### src/rtl/m4i_pkg.sv
// m4i_pkg: shared types, register indexes and fixed-point helpers for the
// 4x4 Gauss-Jordan inverse block. No dependencies.
`default_nettype none

package m4i_pkg;

  localparam int DATA_W  = 32;
  localparam int EPS_W   = 17;
  localparam int CFG_IDX_W = 8;
  localparam int INDEX_W = 4;

  typedef enum logic [CFG_IDX_W-1:0] {
    CFG_PIVOT_EPS  = 8'd0,
    CFG_FACTOR_EPS = 8'd1
  } cfg_reg_t;

  typedef enum logic [4:0] {
    ST_LOAD,
    ST_INIT,
    ST_SRCH_RD,
    ST_SRCH_CHK,
    ST_PIV_TEST,
    ST_SWP_RDA,
    ST_SWP_RDB,
    ST_SWP_WRA,
    ST_SWP_WRB,
    ST_PIV_RD,
    ST_PIV_LAT,
    ST_DIV_RD,
    ST_DIV_GO,
    ST_DIV_WAIT,
    ST_FAC_RD,
    ST_FAC_CHK,
    ST_MUL_RDP,
    ST_MUL_PROD,
    ST_MUL_TRN,
    ST_MUL_SUB,
    ST_ROW_NEXT,
    ST_OUT_RD,
    ST_OUT_PUT,
    ST_OUT_SING
  } eng_state_t;

  // exact magnitude of a signed 32-bit value
  function automatic logic [DATA_W:0] mag33(input logic [DATA_W-1:0] v);
    logic [DATA_W:0] ext;
    ext = {v[DATA_W-1], v};
    return v[DATA_W-1] ? ((DATA_W+1)'(0) - ext) : ext;
  endfunction

  // saturate a signed 64-bit value to the signed 32-bit range
  function automatic logic [DATA_W-1:0] sat32(input logic signed [63:0] v);
    logic signed [63:0] hi;
    logic signed [63:0] lo;
    hi = 64'sh0000_0000_7FFF_FFFF;
    lo = -64'sh0000_0000_8000_0000;
    if (v > hi) return 32'h7FFF_FFFF;
    if (v < lo) return 32'h8000_0000;
    return v[DATA_W-1:0];
  endfunction

endpackage

`default_nettype wire

### src/rtl/m4i_if.sv
// m4i_if: valid/ready channel interfaces for elements, results and register writes.
// Depends on m4i_pkg for field widths.
`default_nettype none

interface m4i_elem_if;
  logic valid;
  logic ready;
  logic [m4i_pkg::DATA_W-1:0] element_value;
  modport source (output valid, output element_value, input ready);
  modport sink (input valid, input element_value, output ready);
endinterface

interface m4i_res_if;
  logic valid;
  logic ready;
  logic [m4i_pkg::DATA_W-1:0] inverse_element;
  logic [m4i_pkg::INDEX_W-1:0] element_index;
  logic invertible;
  logic last_of_run;
  modport source (output valid, output inverse_element, output element_index,
                  output invertible, output last_of_run, input ready);
  modport sink (input valid, input inverse_element, input element_index,
                input invertible, input last_of_run, output ready);
endinterface

interface m4i_cfg_if;
  logic valid;
  logic ready;
  logic [m4i_pkg::CFG_IDX_W-1:0] index;
  logic [m4i_pkg::DATA_W-1:0] data;
  modport source (output valid, output index, output data, input ready);
  modport sink (input valid, input index, input data, output ready);
endinterface

`default_nettype wire

### src/rtl/m4i_front.sv
// m4i_front: accepts matrix elements, tags each with its row, column and
// end-of-matrix flag, and pushes it to the queue. Depends on m4i_pkg.
`default_nettype none

module m4i_front #(
  parameter int MATRIX_ORDER = 4
) (
  input  wire logic clk,
  input  wire logic rst,
  input  wire logic in_valid,
  output logic in_ready,
  input  wire logic [m4i_pkg::DATA_W-1:0] element_value,
  output logic push_valid,
  input  wire logic push_ready,
  output logic [m4i_pkg::DATA_W+2*$clog2(MATRIX_ORDER):0] push_data
);
  import m4i_pkg::*;

  localparam int RW = $clog2(MATRIX_ORDER);

  logic [RW-1:0] row;
  logic [RW-1:0] col;
  logic last;

  assign last = (row == RW'(MATRIX_ORDER - 1)) && (col == RW'(MATRIX_ORDER - 1));
  assign in_ready = push_ready;
  assign push_valid = in_valid;
  assign push_data = {element_value, row, col, last};

  always_ff @(posedge clk) begin
    if (rst) begin
      row <= '0;
      col <= '0;
    end else if (in_valid && push_ready) begin
      if (col == RW'(MATRIX_ORDER - 1)) begin
        col <= '0;
        row <= last ? '0 : row + RW'(1);
      end else begin
        col <= col + RW'(1);
      end
    end
  end

endmodule

`default_nettype wire

### src/rtl/m4i_queue.sv
// m4i_queue: small fifo between the front and the elimination engine.
// DEPTH must be a power of two. No package dependencies.
`default_nettype none

module m4i_queue #(
  parameter int WIDTH = 37,
  parameter int DEPTH = 2
) (
  input  wire logic clk,
  input  wire logic rst,
  input  wire logic push_valid,
  output logic push_ready,
  input  wire logic [WIDTH-1:0] push_data,
  output logic pop_valid,
  input  wire logic pop_ready,
  output logic [WIDTH-1:0] pop_data
);
  localparam int PW = (DEPTH > 1) ? $clog2(DEPTH) : 1;
  localparam int CNTW = $clog2(DEPTH + 1);

  logic [WIDTH-1:0] slots [DEPTH];
  logic [PW-1:0] wr_ptr;
  logic [PW-1:0] rd_ptr;
  logic [CNTW-1:0] count;
  logic do_push;
  logic do_pop;

  assign push_ready = (count != CNTW'(DEPTH));
  assign pop_valid = (count != '0);
  assign pop_data = slots[rd_ptr];
  assign do_push = push_valid && push_ready;
  assign do_pop = pop_valid && pop_ready;

  always_ff @(posedge clk) begin
    if (do_push) begin
      slots[wr_ptr] <= push_data;
    end
  end

  always_ff @(posedge clk) begin
    if (rst) begin
      wr_ptr <= '0;
      rd_ptr <= '0;
      count <= '0;
    end else begin
      if (do_push) wr_ptr <= wr_ptr + PW'(1);
      if (do_pop) rd_ptr <= rd_ptr + PW'(1);
      if (do_push && !do_pop) count <= count + CNTW'(1);
      else if (do_pop && !do_push) count <= count - CNTW'(1);
    end
  end

endmodule

`default_nettype wire

### src/rtl/m4i_div.sv
// m4i_div: iterative restoring divider, (num * 2^FRAC_BITS) / den truncated
// toward zero and saturated to 32 bits. One quotient bit per cycle. Depends on m4i_pkg.
`default_nettype none

module m4i_div #(
  parameter int FRAC_BITS = 16
) (
  input  wire logic clk,
  input  wire logic rst,
  input  wire logic start,
  input  wire logic [m4i_pkg::DATA_W-1:0] num,
  input  wire logic [m4i_pkg::DATA_W-1:0] den,
  output logic done,
  output logic [m4i_pkg::DATA_W-1:0] quot
);
  import m4i_pkg::*;

  localparam int NW = DATA_W + FRAC_BITS;
  localparam int CNTW = $clog2(NW + 1);

  logic [NW-1:0] dvd;
  logic [DATA_W-1:0] dsr;
  logic [DATA_W-1:0] rem;
  logic [CNTW-1:0] cnt;
  logic busy;
  logic neg;
  logic [DATA_W:0] trial;
  logic fits;
  logic [DATA_W-1:0] num_mag;
  logic [DATA_W-1:0] den_mag;

  assign num_mag = num[DATA_W-1] ? (DATA_W'(0) - num) : num;
  assign den_mag = den[DATA_W-1] ? (DATA_W'(0) - den) : den;
  assign trial = {rem, dvd[NW-1]};
  assign fits = (trial >= {1'b0, dsr});

  always_ff @(posedge clk) begin
    if (rst) begin
      busy <= 1'b0;
      done <= 1'b0;
      cnt <= '0;
    end else begin
      done <= 1'b0;
      if (start) begin
        busy <= 1'b1;
        cnt <= CNTW'(NW);
      end else if (busy) begin
        cnt <= cnt - CNTW'(1);
        if (cnt == CNTW'(1)) begin
          busy <= 1'b0;
          done <= 1'b1;
        end
      end
    end
  end

  always_ff @(posedge clk) begin
    if (start) begin
      dvd <= {num_mag, FRAC_BITS'(0)};
      dsr <= den_mag;
      rem <= '0;
      neg <= num[DATA_W-1] ^ den[DATA_W-1];
    end else if (busy) begin
      rem <= fits ? DATA_W'(trial - {1'b0, dsr}) : trial[DATA_W-1:0];
      dvd <= {dvd[NW-2:0], fits};
    end
  end

  // sign and saturation of the finished quotient
  always_comb begin
    if (neg) begin
      if (dvd > NW'(33'h0_8000_0000)) quot = 32'h8000_0000;
      else quot = DATA_W'(0) - dvd[DATA_W-1:0];
    end else begin
      if (dvd > NW'(32'h7FFF_FFFF)) quot = 32'h7FFF_FFFF;
      else quot = dvd[DATA_W-1:0];
    end
  end

endmodule

`default_nettype wire

### src/rtl/m4i_engine.sv
// m4i_engine: augmented store, elimination sequencer and result register.
// Depends on m4i_pkg and m4i_div.
`default_nettype none

module m4i_engine #(
  parameter int MATRIX_ORDER = 4,
  parameter int FRAC_BITS = 16
) (
  input  wire logic clk,
  input  wire logic rst,
  input  wire logic q_valid,
  output logic q_ready,
  input  wire logic [m4i_pkg::DATA_W+2*$clog2(MATRIX_ORDER):0] q_data,
  input  wire logic [m4i_pkg::EPS_W-1:0] pivot_epsilon,
  input  wire logic [m4i_pkg::EPS_W-1:0] factor_epsilon,
  output logic out_valid,
  input  wire logic out_ready,
  output logic [m4i_pkg::DATA_W-1:0] inverse_element,
  output logic [m4i_pkg::INDEX_W-1:0] element_index,
  output logic invertible,
  output logic last_of_run
);
  import m4i_pkg::*;

  localparam int N = MATRIX_ORDER;
  localparam int RW = $clog2(N);
  localparam int CW = $clog2(2 * N);
  localparam int AW = RW + CW;
  localparam int KW = $clog2(N * N);
  localparam int QW = DATA_W + 2 * RW + 1;
  localparam logic signed [63:0] BIAS = (64'sd1 <<< FRAC_BITS) - 64'sd1;

  function automatic logic [AW-1:0] cell_addr(input logic [RW-1:0] rv,
                                              input logic [CW-1:0] cv);
    return {rv, cv};
  endfunction

  logic [DATA_W-1:0] store [2**AW];
  logic [DATA_W-1:0] rdata;
  logic [AW-1:0] rd_addr;
  logic wr_en;
  logic [AW-1:0] wr_addr;
  logic [DATA_W-1:0] wr_data;

  eng_state_t state, state_next;
  logic [RW-1:0] p, p_next;
  logic [RW-1:0] r, r_next;
  logic [RW-1:0] best, best_next;
  logic [CW-1:0] c, c_next;
  logic [KW-1:0] k, k_next;
  logic [DATA_W:0] bestmag, bestmag_next;
  logic [DATA_W-1:0] piv, piv_next;
  logic [DATA_W-1:0] tmp, tmp_next;
  logic [DATA_W-1:0] f, f_next;
  logic signed [63:0] prod, prod_next;
  logic signed [63:0] quo, quo_next;
  logic out_valid_next;
  logic [DATA_W-1:0] inverse_element_next;
  logic [INDEX_W-1:0] element_index_next;
  logic invertible_next;
  logic last_of_run_next;

  logic div_start;
  logic div_done;
  logic [DATA_W-1:0] div_quot;

  logic [DATA_W-1:0] q_value;
  logic [RW-1:0] q_row;
  logic [RW-1:0] q_col;
  logic q_last;
  logic [CW-1:0] c_last;
  logic [CW-1:0] c_half_last;
  logic [CW-1:0] right_col;
  logic [DATA_W:0] cur_mag;
  logic out_free;
  logic signed [63:0] diff;

  assign {q_value, q_row, q_col, q_last} = q_data[QW-1:0];
  assign c_last = CW'(2 * N - 1);
  assign c_half_last = CW'(N - 1);
  assign right_col = CW'(N) + c;
  assign cur_mag = mag33(rdata);
  assign out_free = !out_valid || out_ready;
  assign diff = {{32{rdata[DATA_W-1]}}, rdata} - quo;

  m4i_div #(.FRAC_BITS(FRAC_BITS)) u_div (
    .clk   (clk),
    .rst   (rst),
    .start (div_start),
    .num   (rdata),
    .den   (piv),
    .done  (div_done),
    .quot  (div_quot)
  );

  always_ff @(posedge clk) begin
    if (wr_en) store[wr_addr] <= wr_data;
    rdata <= store[rd_addr];
  end

  always_ff @(posedge clk) begin
    if (rst) begin
      state <= ST_LOAD;
      out_valid <= 1'b0;
      p <= '0;
      r <= '0;
      c <= '0;
      k <= '0;
    end else begin
      state <= state_next;
      out_valid <= out_valid_next;
      p <= p_next;
      r <= r_next;
      c <= c_next;
      k <= k_next;
    end
  end

  always_ff @(posedge clk) begin
    best <= best_next;
    bestmag <= bestmag_next;
    piv <= piv_next;
    tmp <= tmp_next;
    f <= f_next;
    prod <= prod_next;
    quo <= quo_next;
    inverse_element <= inverse_element_next;
    element_index <= element_index_next;
    invertible <= invertible_next;
    last_of_run <= last_of_run_next;
  end

  always_comb begin
    state_next = state;
    p_next = p;
    r_next = r;
    c_next = c;
    k_next = k;
    best_next = best;
    bestmag_next = bestmag;
    piv_next = piv;
    tmp_next = tmp;
    f_next = f;
    prod_next = prod;
    quo_next = quo;
    out_valid_next = out_valid && !out_ready;
    inverse_element_next = inverse_element;
    element_index_next = element_index;
    invertible_next = invertible;
    last_of_run_next = last_of_run;
    q_ready = 1'b0;
    div_start = 1'b0;
    rd_addr = cell_addr(r, c);
    wr_en = 1'b0;
    wr_addr = cell_addr(r, c);
    wr_data = rdata;

    unique case (state)
      ST_LOAD: begin
        q_ready = 1'b1;
        if (q_valid) begin
          wr_en = 1'b1;
          wr_addr = cell_addr(q_row, CW'(q_col));
          wr_data = q_value;
          if (q_last) begin
            r_next = '0;
            c_next = '0;
            state_next = ST_INIT;
          end
        end
      end
      // identity into the right half
      ST_INIT: begin
        wr_en = 1'b1;
        wr_addr = cell_addr(r, right_col);
        wr_data = (CW'(r) == c) ? DATA_W'(64'd1 << FRAC_BITS) : '0;
        if (c == c_half_last) begin
          c_next = '0;
          if (r == RW'(N - 1)) begin
            p_next = '0;
            r_next = '0;
            state_next = ST_SRCH_RD;
          end else begin
            r_next = r + RW'(1);
          end
        end else begin
          c_next = c + CW'(1);
        end
      end
      ST_SRCH_RD: begin
        rd_addr = cell_addr(r, CW'(p));
        state_next = ST_SRCH_CHK;
      end
      // earlier row wins on a tie
      ST_SRCH_CHK: begin
        if (r == p || cur_mag > bestmag) begin
          bestmag_next = cur_mag;
          best_next = r;
        end
        if (r == RW'(N - 1)) begin
          state_next = ST_PIV_TEST;
        end else begin
          r_next = r + RW'(1);
          state_next = ST_SRCH_RD;
        end
      end
      ST_PIV_TEST: begin
        c_next = '0;
        if (bestmag <= (DATA_W+1)'(pivot_epsilon)) begin
          state_next = ST_OUT_SING;
        end else if (best != p) begin
          state_next = ST_SWP_RDA;
        end else begin
          state_next = ST_PIV_RD;
        end
      end
      ST_SWP_RDA: begin
        rd_addr = cell_addr(p, c);
        state_next = ST_SWP_RDB;
      end
      ST_SWP_RDB: begin
        tmp_next = rdata;
        rd_addr = cell_addr(best, c);
        state_next = ST_SWP_WRA;
      end
      ST_SWP_WRA: begin
        wr_en = 1'b1;
        wr_addr = cell_addr(p, c);
        wr_data = rdata;
        state_next = ST_SWP_WRB;
      end
      ST_SWP_WRB: begin
        wr_en = 1'b1;
        wr_addr = cell_addr(best, c);
        wr_data = tmp;
        if (c == c_last) begin
          c_next = '0;
          state_next = ST_PIV_RD;
        end else begin
          c_next = c + CW'(1);
          state_next = ST_SWP_RDA;
        end
      end
      ST_PIV_RD: begin
        rd_addr = cell_addr(p, CW'(p));
        state_next = ST_PIV_LAT;
      end
      ST_PIV_LAT: begin
        piv_next = rdata;
        c_next = '0;
        state_next = ST_DIV_RD;
      end
      ST_DIV_RD: begin
        rd_addr = cell_addr(p, c);
        state_next = ST_DIV_GO;
      end
      ST_DIV_GO: begin
        div_start = 1'b1;
        state_next = ST_DIV_WAIT;
      end
      ST_DIV_WAIT: begin
        if (div_done) begin
          wr_en = 1'b1;
          wr_addr = cell_addr(p, c);
          wr_data = div_quot;
          if (c == c_last) begin
            r_next = '0;
            state_next = ST_FAC_RD;
          end else begin
            c_next = c + CW'(1);
            state_next = ST_DIV_RD;
          end
        end
      end
      ST_FAC_RD: begin
        rd_addr = cell_addr(r, CW'(p));
        state_next = (r == p) ? ST_ROW_NEXT : ST_FAC_CHK;
      end
      ST_FAC_CHK: begin
        f_next = rdata;
        c_next = '0;
        if (cur_mag <= (DATA_W+1)'(factor_epsilon)) state_next = ST_ROW_NEXT;
        else state_next = ST_MUL_RDP;
      end
      ST_MUL_RDP: begin
        rd_addr = cell_addr(p, c);
        state_next = ST_MUL_PROD;
      end
      ST_MUL_PROD: begin
        prod_next = $signed(f) * $signed(rdata);
        state_next = ST_MUL_TRN;
      end
      // scale down, rounding toward zero
      ST_MUL_TRN: begin
        quo_next = (prod + (prod[63] ? BIAS : 64'sd0)) >>> FRAC_BITS;
        rd_addr = cell_addr(r, c);
        state_next = ST_MUL_SUB;
      end
      ST_MUL_SUB: begin
        wr_en = 1'b1;
        wr_addr = cell_addr(r, c);
        wr_data = sat32(diff);
        if (c == c_last) begin
          state_next = ST_ROW_NEXT;
        end else begin
          c_next = c + CW'(1);
          state_next = ST_MUL_RDP;
        end
      end
      ST_ROW_NEXT: begin
        if (r == RW'(N - 1)) begin
          if (p == RW'(N - 1)) begin
            r_next = '0;
            c_next = '0;
            k_next = '0;
            state_next = ST_OUT_RD;
          end else begin
            p_next = p + RW'(1);
            r_next = p + RW'(1);
            state_next = ST_SRCH_RD;
          end
        end else begin
          r_next = r + RW'(1);
          state_next = ST_FAC_RD;
        end
      end
      ST_OUT_RD: begin
        rd_addr = cell_addr(r, right_col);
        state_next = ST_OUT_PUT;
      end
      ST_OUT_PUT: begin
        rd_addr = cell_addr(r, right_col);
        if (out_free) begin
          out_valid_next = 1'b1;
          inverse_element_next = rdata;
          element_index_next = INDEX_W'(k);
          invertible_next = 1'b1;
          last_of_run_next = (k == KW'(N * N - 1));
          if (k == KW'(N * N - 1)) begin
            state_next = ST_LOAD;
          end else begin
            k_next = k + KW'(1);
            state_next = ST_OUT_RD;
            if (c == c_half_last) begin
              c_next = '0;
              r_next = r + RW'(1);
            end else begin
              c_next = c + CW'(1);
            end
          end
        end
      end
      ST_OUT_SING: begin
        if (out_free) begin
          out_valid_next = 1'b1;
          inverse_element_next = '0;
          element_index_next = '0;
          invertible_next = 1'b0;
          last_of_run_next = 1'b1;
          state_next = ST_LOAD;
        end
      end
      default: state_next = ST_LOAD;
    endcase
  end

endmodule

`default_nettype wire

### src/rtl/matrix4_inverse_gauss_jordan.sv
// matrix4_inverse_gauss_jordan: top level; front, queue and elimination engine
// plus the two epsilon registers. Depends on m4i_pkg, m4i_if, m4i_front, m4i_queue and m4i_engine.
//
//  channel  | modport | moves per transaction
//  ---------+---------+------------------------------------------------------
//  element  | sink    | element_value, one matrix element, row-major
//  result   | source  | inverse_element, element_index, invertible, last_of_run
//  cfg      | sink    | index, data: write of pivot_epsilon (0) or factor_epsilon (1)
//
// Elements are taken one per cycle into a queue while it has room; the engine
// then runs the elimination on one matrix at a time. Per pivot it divides the
// pivot row in the shared bit-serial divider, then runs the multiply-subtract
// sweep over the other rows; at Q16.16 a 4x4 matrix's time is set mostly by
// the divider. Results leave through an output register; a stalled result holds
// the engine but not the element queue, which takes elements until it is full.
// rst is synchronous; there is no clearing pass.
`default_nettype none

module matrix4_inverse_gauss_jordan #(
  parameter int MATRIX_ORDER = 4,
  parameter int FRAC_BITS = 16
) (
  input wire logic clk,
  input wire logic rst,
  m4i_elem_if.sink element,
  m4i_res_if.source result,
  m4i_cfg_if.sink cfg
);
  import m4i_pkg::*;

  localparam int RW = $clog2(MATRIX_ORDER);
  localparam int QW = DATA_W + 2 * RW + 1;
  localparam int QDEPTH = 2;

  logic [EPS_W-1:0] pivot_epsilon;
  logic [EPS_W-1:0] factor_epsilon;

  logic push_valid;
  logic push_ready;
  logic [QW-1:0] push_data;
  logic pop_valid;
  logic pop_ready;
  logic [QW-1:0] pop_data;

  assign cfg.ready = 1'b1;

  always_ff @(posedge clk) begin
    if (rst) begin
      pivot_epsilon <= EPS_W'(1);
      factor_epsilon <= EPS_W'(1);
    end else if (cfg.valid) begin
      if (cfg.index == CFG_PIVOT_EPS) pivot_epsilon <= cfg.data[EPS_W-1:0];
      if (cfg.index == CFG_FACTOR_EPS) factor_epsilon <= cfg.data[EPS_W-1:0];
    end
  end

  m4i_front #(.MATRIX_ORDER(MATRIX_ORDER)) u_front (
    .clk           (clk),
    .rst           (rst),
    .in_valid      (element.valid),
    .in_ready      (element.ready),
    .element_value (element.element_value),
    .push_valid    (push_valid),
    .push_ready    (push_ready),
    .push_data     (push_data)
  );

  m4i_queue #(.WIDTH(QW), .DEPTH(QDEPTH)) u_queue (
    .clk        (clk),
    .rst        (rst),
    .push_valid (push_valid),
    .push_ready (push_ready),
    .push_data  (push_data),
    .pop_valid  (pop_valid),
    .pop_ready  (pop_ready),
    .pop_data   (pop_data)
  );

  m4i_engine #(.MATRIX_ORDER(MATRIX_ORDER), .FRAC_BITS(FRAC_BITS)) u_engine (
    .clk             (clk),
    .rst             (rst),
    .q_valid         (pop_valid),
    .q_ready         (pop_ready),
    .q_data          (pop_data),
    .pivot_epsilon   (pivot_epsilon),
    .factor_epsilon  (factor_epsilon),
    .out_valid       (result.valid),
    .out_ready       (result.ready),
    .inverse_element (result.inverse_element),
    .element_index   (result.element_index),
    .invertible      (result.invertible),
    .last_of_run     (result.last_of_run)
  );

endmodule

`default_nettype wire

### src/flat_wrapper.sv
// flat-port wrapper written by rule: the top's interface ports become plain ports
module matrix4_inverse_gauss_jordan_flat import m4i_pkg::*;
#(
  parameter int MATRIX_ORDER = 4,
  parameter int FRAC_BITS = 16
)
  (clk, rst, element_valid, element_element_value, element_ready, result_valid, result_inverse_element, result_element_index, result_invertible, result_last_of_run, result_ready, cfg_valid, cfg_index, cfg_data, cfg_ready);
  m4i_elem_if element_i ();
  m4i_res_if result_i ();
  m4i_cfg_if cfg_i ();
  input wire logic clk;
  input wire logic rst;
  input wire logic [$bits(element_i.valid)-1:0] element_valid;
  input wire logic [$bits(element_i.element_value)-1:0] element_element_value;
  output wire logic [$bits(element_i.ready)-1:0] element_ready;
  output wire logic [$bits(result_i.valid)-1:0] result_valid;
  output wire logic [$bits(result_i.inverse_element)-1:0] result_inverse_element;
  output wire logic [$bits(result_i.element_index)-1:0] result_element_index;
  output wire logic [$bits(result_i.invertible)-1:0] result_invertible;
  output wire logic [$bits(result_i.last_of_run)-1:0] result_last_of_run;
  input wire logic [$bits(result_i.ready)-1:0] result_ready;
  input wire logic [$bits(cfg_i.valid)-1:0] cfg_valid;
  input wire logic [$bits(cfg_i.index)-1:0] cfg_index;
  input wire logic [$bits(cfg_i.data)-1:0] cfg_data;
  output wire logic [$bits(cfg_i.ready)-1:0] cfg_ready;
  assign element_i.valid = element_valid;
  assign element_i.element_value = element_element_value;
  assign element_ready = element_i.ready;
  assign result_valid = result_i.valid;
  assign result_inverse_element = result_i.inverse_element;
  assign result_element_index = result_i.element_index;
  assign result_invertible = result_i.invertible;
  assign result_last_of_run = result_i.last_of_run;
  assign result_i.ready = result_ready;
  assign cfg_i.valid = cfg_valid;
  assign cfg_i.index = cfg_index;
  assign cfg_i.data = cfg_data;
  assign cfg_ready = cfg_i.ready;
  matrix4_inverse_gauss_jordan #(.MATRIX_ORDER(MATRIX_ORDER), .FRAC_BITS(FRAC_BITS)) u_core (.clk(clk), .rst(rst), .element(element_i), .result(result_i), .cfg(cfg_i));
endmodule
### config.mk
export PLATFORM = sky130hd
export DESIGN_NAME = matrix4_inverse_gauss_jordan_flat
export DESIGN_NICKNAME = d
export VERILOG_FILES = /design/src/rtl/m4i_pkg.sv /design/src/rtl/m4i_if.sv /design/src/rtl/m4i_front.sv /design/src/rtl/m4i_queue.sv /design/src/rtl/m4i_div.sv /design/src/rtl/m4i_engine.sv /design/src/rtl/matrix4_inverse_gauss_jordan.sv /design/src/flat_wrapper.sv
export SDC_FILE = /design/constraint.sdc
export NUM_CORES = 2
export LEC_CHECK = 0
export BUFFER_PORTS_ARGS = -buffer_cell sky130_fd_sc_hd__buf_4
export CORE_ASPECT_RATIO = 1.1
export CORE_MARGIN = 3
export CORE_UTILIZATION = 65
export DETAILED_ROUTE_END_ITERATION = 7
export HOLD_SLACK_MARGIN = 0.1
export PLACE_DENSITY_LB_ADDON = 0.15
export SETUP_SLACK_MARGIN = 0.4
export SLEW_MARGIN = 5
export SYNTH_ARGS = -nofsm -noshare
export SYNTH_HDL_FRONTEND = slang
export SYNTH_SLANG_ARGS = --single-unit
### constraint.sdc
create_clock -name clk -period 11.75 [get_ports clk]
set_input_delay 1.7625 -clock clk [delete_from_list [all_inputs] [get_ports clk]]
set_output_delay 1.7625 -clock clk [all_outputs]
set_load 0.01 [all_outputs]
==> metrics.md <==
| Metric | Value |
|---|---|
| First-pass DRT Iterations | `8` |
| Max Clk Rate | `102.2 MHz` |
| CTS clk-pin slew, worst paths | `0.07 ns` |
| Crit Path Category | `flip-flop to flip-flop` |
| Fill count | `10820` |
| RR Startpoint | `u_core.u_engine.f[10]` |
| Vias in the first global route | `71710` |
| Slowest stage cell on the critical path | `edfxtp_1` |
| Critical Path Sink Type | `flip-flop` |
| TritonCTS buffer count | `156` |
| Critical Path AT | `10.32 ns` |
| Period utilization | `83.24%` |
| Slowest cell delay on critical path | `0.99 ns` |
| Total area of sequential cells | `46370 um^2` |
| Yosys warning count | `0` |
| Layout cells sized above 1 | `10.28%` |
| Global-route wire length before repair | `424.5 mm` |
| Sequential area share after synthesis | `43.79%` |
| Synthesized area | `105800 um^2` |
| Layout Utilization | `71.30%` |
| Most common cell after layout, fill and taps aside | `edfxtp_1` |
| Synth Register Bits | `1592` |
| Reg-to-Reg End | `u_core.u_engine.prod[56]` |
| M1 GR Usage | `44.45%` |
| Antenna-violating nets left | `0` |
| Clock latency on the worst-skew pair | `0.82 ns` |
| Largest net degree at the start of global routing | `133` |
| Ys async rst share | `0%` |
| Layout Nets | `10210` |
| TritonCTS Sinks | `1592` |
| CP most frequent cell | `fa_1` |
| Crit. Startpoint | `u_core.u_engine.f[10]` |
| IO Port Bufs | `101` |
| Final wirelength | `274.0 mm` |
| Worst slew pin tran | `1.306 ns` |
| Clock skew | `0.05955 ns` |
| Grt met3 use | `6.104%` |
| Setup TNS | `0 ns` |
| CTS Hold Bufs | `0` |
| DP Cell Count | `10640` |
| Initial Util | `65.76%` |
| Post-DP HPWL | `184.0 mm` |
| Post-CTS setup repair buffer count | `0` |
| Multi-input combinational cell area | `53560 um^2` |
| Mapped Cells | `8719` |
| Average cell area after synthesis | `12.13 um^2` |
| GRT Max-Usage Layer | `met2` |
| Crit path max fanout | `19` |
| Status | `finished with violations` |
| Fin. Hold Viols | `0` |
| Avg WL per Cell | `25.04 um` |
| Total gr overflow | `0` |
| Worst setup path endpoint | `u_core.u_engine.prod[56]` |
| Most frequent cells in the layout | `edfxtp_1 (1444), inv_1 (1233), fa_1 (1084)` |
| Area Growth Syn to Fin | `8.426%` |
| TritonCTS clock tree | `built` |
| Max-Cap Viols | `0` |
| Worst rel slew slack | `12.96%` |
| Chip width | `390.7 um` |
| Post-synth EDFFs | `1444` |
| Post-route cell area | `114700 um^2` |
| Clk root buf | `clkbuf_16` |
| Clk buf depth | `3` |
| Die area | `167600 um^2` |
| Antenna violations before repair | `12` |
| RSZ-0062 raised after global routing | `false` |
| Fin. max-slew vios | `0` |
| R2r setup slk | `1.97 ns` |
| Routability-driven placement congestion ratio | `0.9105` |
| Number of different library cells in the post-synthesis netlist | `89` |
| Total track usage | `33.58%` |
| Fin crit period | `9.780 ns` |
| Top FF cell, synth | `edfxtp_1` |
| Met2 Use GR | `54.78%` |
| Row count | `154` |
| Failing checks | `design-rule violations` |
| Die H | `429.1 um` |
| DR DRC count | `1` |
| H-tree level count | `4` |
| Area after DPL | `109100 um^2` |
| Hold WC Path Type | `flip-flop to flip-flop` |
| Via density | `6.253` |
| I/O pin total | `118` |
| Critical Path Start Type | `flip-flop` |
| CTS resizes | `0` |
| Initial drt markers | `6813` |
| Core Box Area | `160900 um^2` |
| Finished Layout Cells | `10940` |
| Vias | `68420` |
| Count of final setup violators | `0` |
| Reg2reg path depth | `29` |
| CP required | `12.29 ns` |
[cell families (layout without fill, tap and decap cells)]
| kind of cell | count (synthesis) | after routing | share of synthesized area (%) |
|---|---|---|---|
| AND/OR/NAND/NOR | 2477 | 2477 | 11.25 |
| buffers and inverters | 1680 | 1784 | 5.989 |
| flip-flops | 1592 | 1592 | 43.79 |
| adder cells (fa/ha/maj) | 1445 | 1445 | 24.78 |
| AO/OA/AOI/OAI | 882 | 882 | 5.366 |
| multiplexers | 378 | 378 | 6.643 |
| XOR/XNOR | 263 | 263 | 2.177 |
| other | 2 | 14 | 0.007099 |
[final cells by class]
type                       count  share of cell area [%]
tap                         2106                   2.297
clock buffer                 189                   3.591
timing repair buffer         257                   1.693
multi-input combinational   5448                   46.69
sequential                  1592                   40.42
clock inverter               101                   1.234
inverter                    1237                   4.048
antenna                       11                 0.02400
[how the worst min path moves through the flow]
stage | start | to | cells after the start
4_1_cts | u_core.u_engine.u_div.rem[30] | u_core.u_engine.u_div.rem[30] | 2
2_1_floorplan | u_core.pivot_epsilon[0] | u_core.pivot_epsilon[0] | 2
3_5_place_dp | u_core.u_engine.u_div.rem[30] | u_core.u_engine.u_div.rem[30] | 2
5_1_grt | u_core.pivot_epsilon[3] | u_core.pivot_epsilon[3] | 2
3_3_place_gp | u_core.u_engine.u_div.rem[30] | u_core.u_engine.u_div.rem[30] | 2
6_report | u_core.u_engine.u_div.rem[30] | u_core.u_engine.u_div.rem[30] | 2
[flip-flops by register name, summed over array words and instances, names as in the netlist, 33 cells and up, named ones only]
| register | count |
|---|---|
| u_core.u_queue.slots | 74 |
| u_core.u_engine.quo | 48 |
| u_core.u_engine.bestmag | 33 |
| u_core.u_engine.prod | 64 |
| u_core.u_engine.store | 1024 |
| u_core.u_engine.u_div.dvd | 48 |
[routing by layer]
layer / vias to the layer above / share of wire [%]
met1: 35130 / 37
met5: - / 0.017
li1: 29320 / -
met3: 674 / 9.1
met4: 8 / 4.6
met2: 3278 / 49
[metrics by stage]
step / hold slack [ns] / setup WS [ns]
2_1_floorplan: 0.4460 / 3.113
3_3_place_gp: 0.4633 / 2.171
3_5_place_dp: 0.4786 / 2.168
4_1_cts: 0.4857 / 2.066
5_1_grt: 0.5121 / 1.576
6_report: 0.4852 / 1.970
[cells in the mapped netlist, types with 63 or more instances]
master	number	area, um^2
nand2_1	1025	3847
dfxtp_1	148	2963
nand3_1	259	1296
o21ai_0	233	1166
nor2_1	303	1137
a21oi_1	226	1131
edfxtp_1	1444	43360
mux4_2	256	5766
and2_1	529	3309
ha_1	361	4517
buf_1	63	236.5
xnor2_1	175	1533
mux2i_1	89	890.9
clkbuf_1	368	1381
fa_1	1084	21700
a21o_1	81	608.1
xor2_1	88	770.7
nor2b_1	70	437.9
inv_1	1234	4632
[critical path: cells and delay by family, from the launching register on]
kind                     cells  cell delay [ns]
AO/OA/AOI/OAI                6             2.50
XOR/XNOR                     1             0.08
adder cells (fa/ha/maj)      9             4.17
buffers and inverters        8             0.95
flip-flops                   1             0.99
AND/OR/NAND/NOR              5             0.80
Power is left out: the tool's default activity adds up to more than one toggle a clock period on the data nets, which glitch-free logic cannot reach.
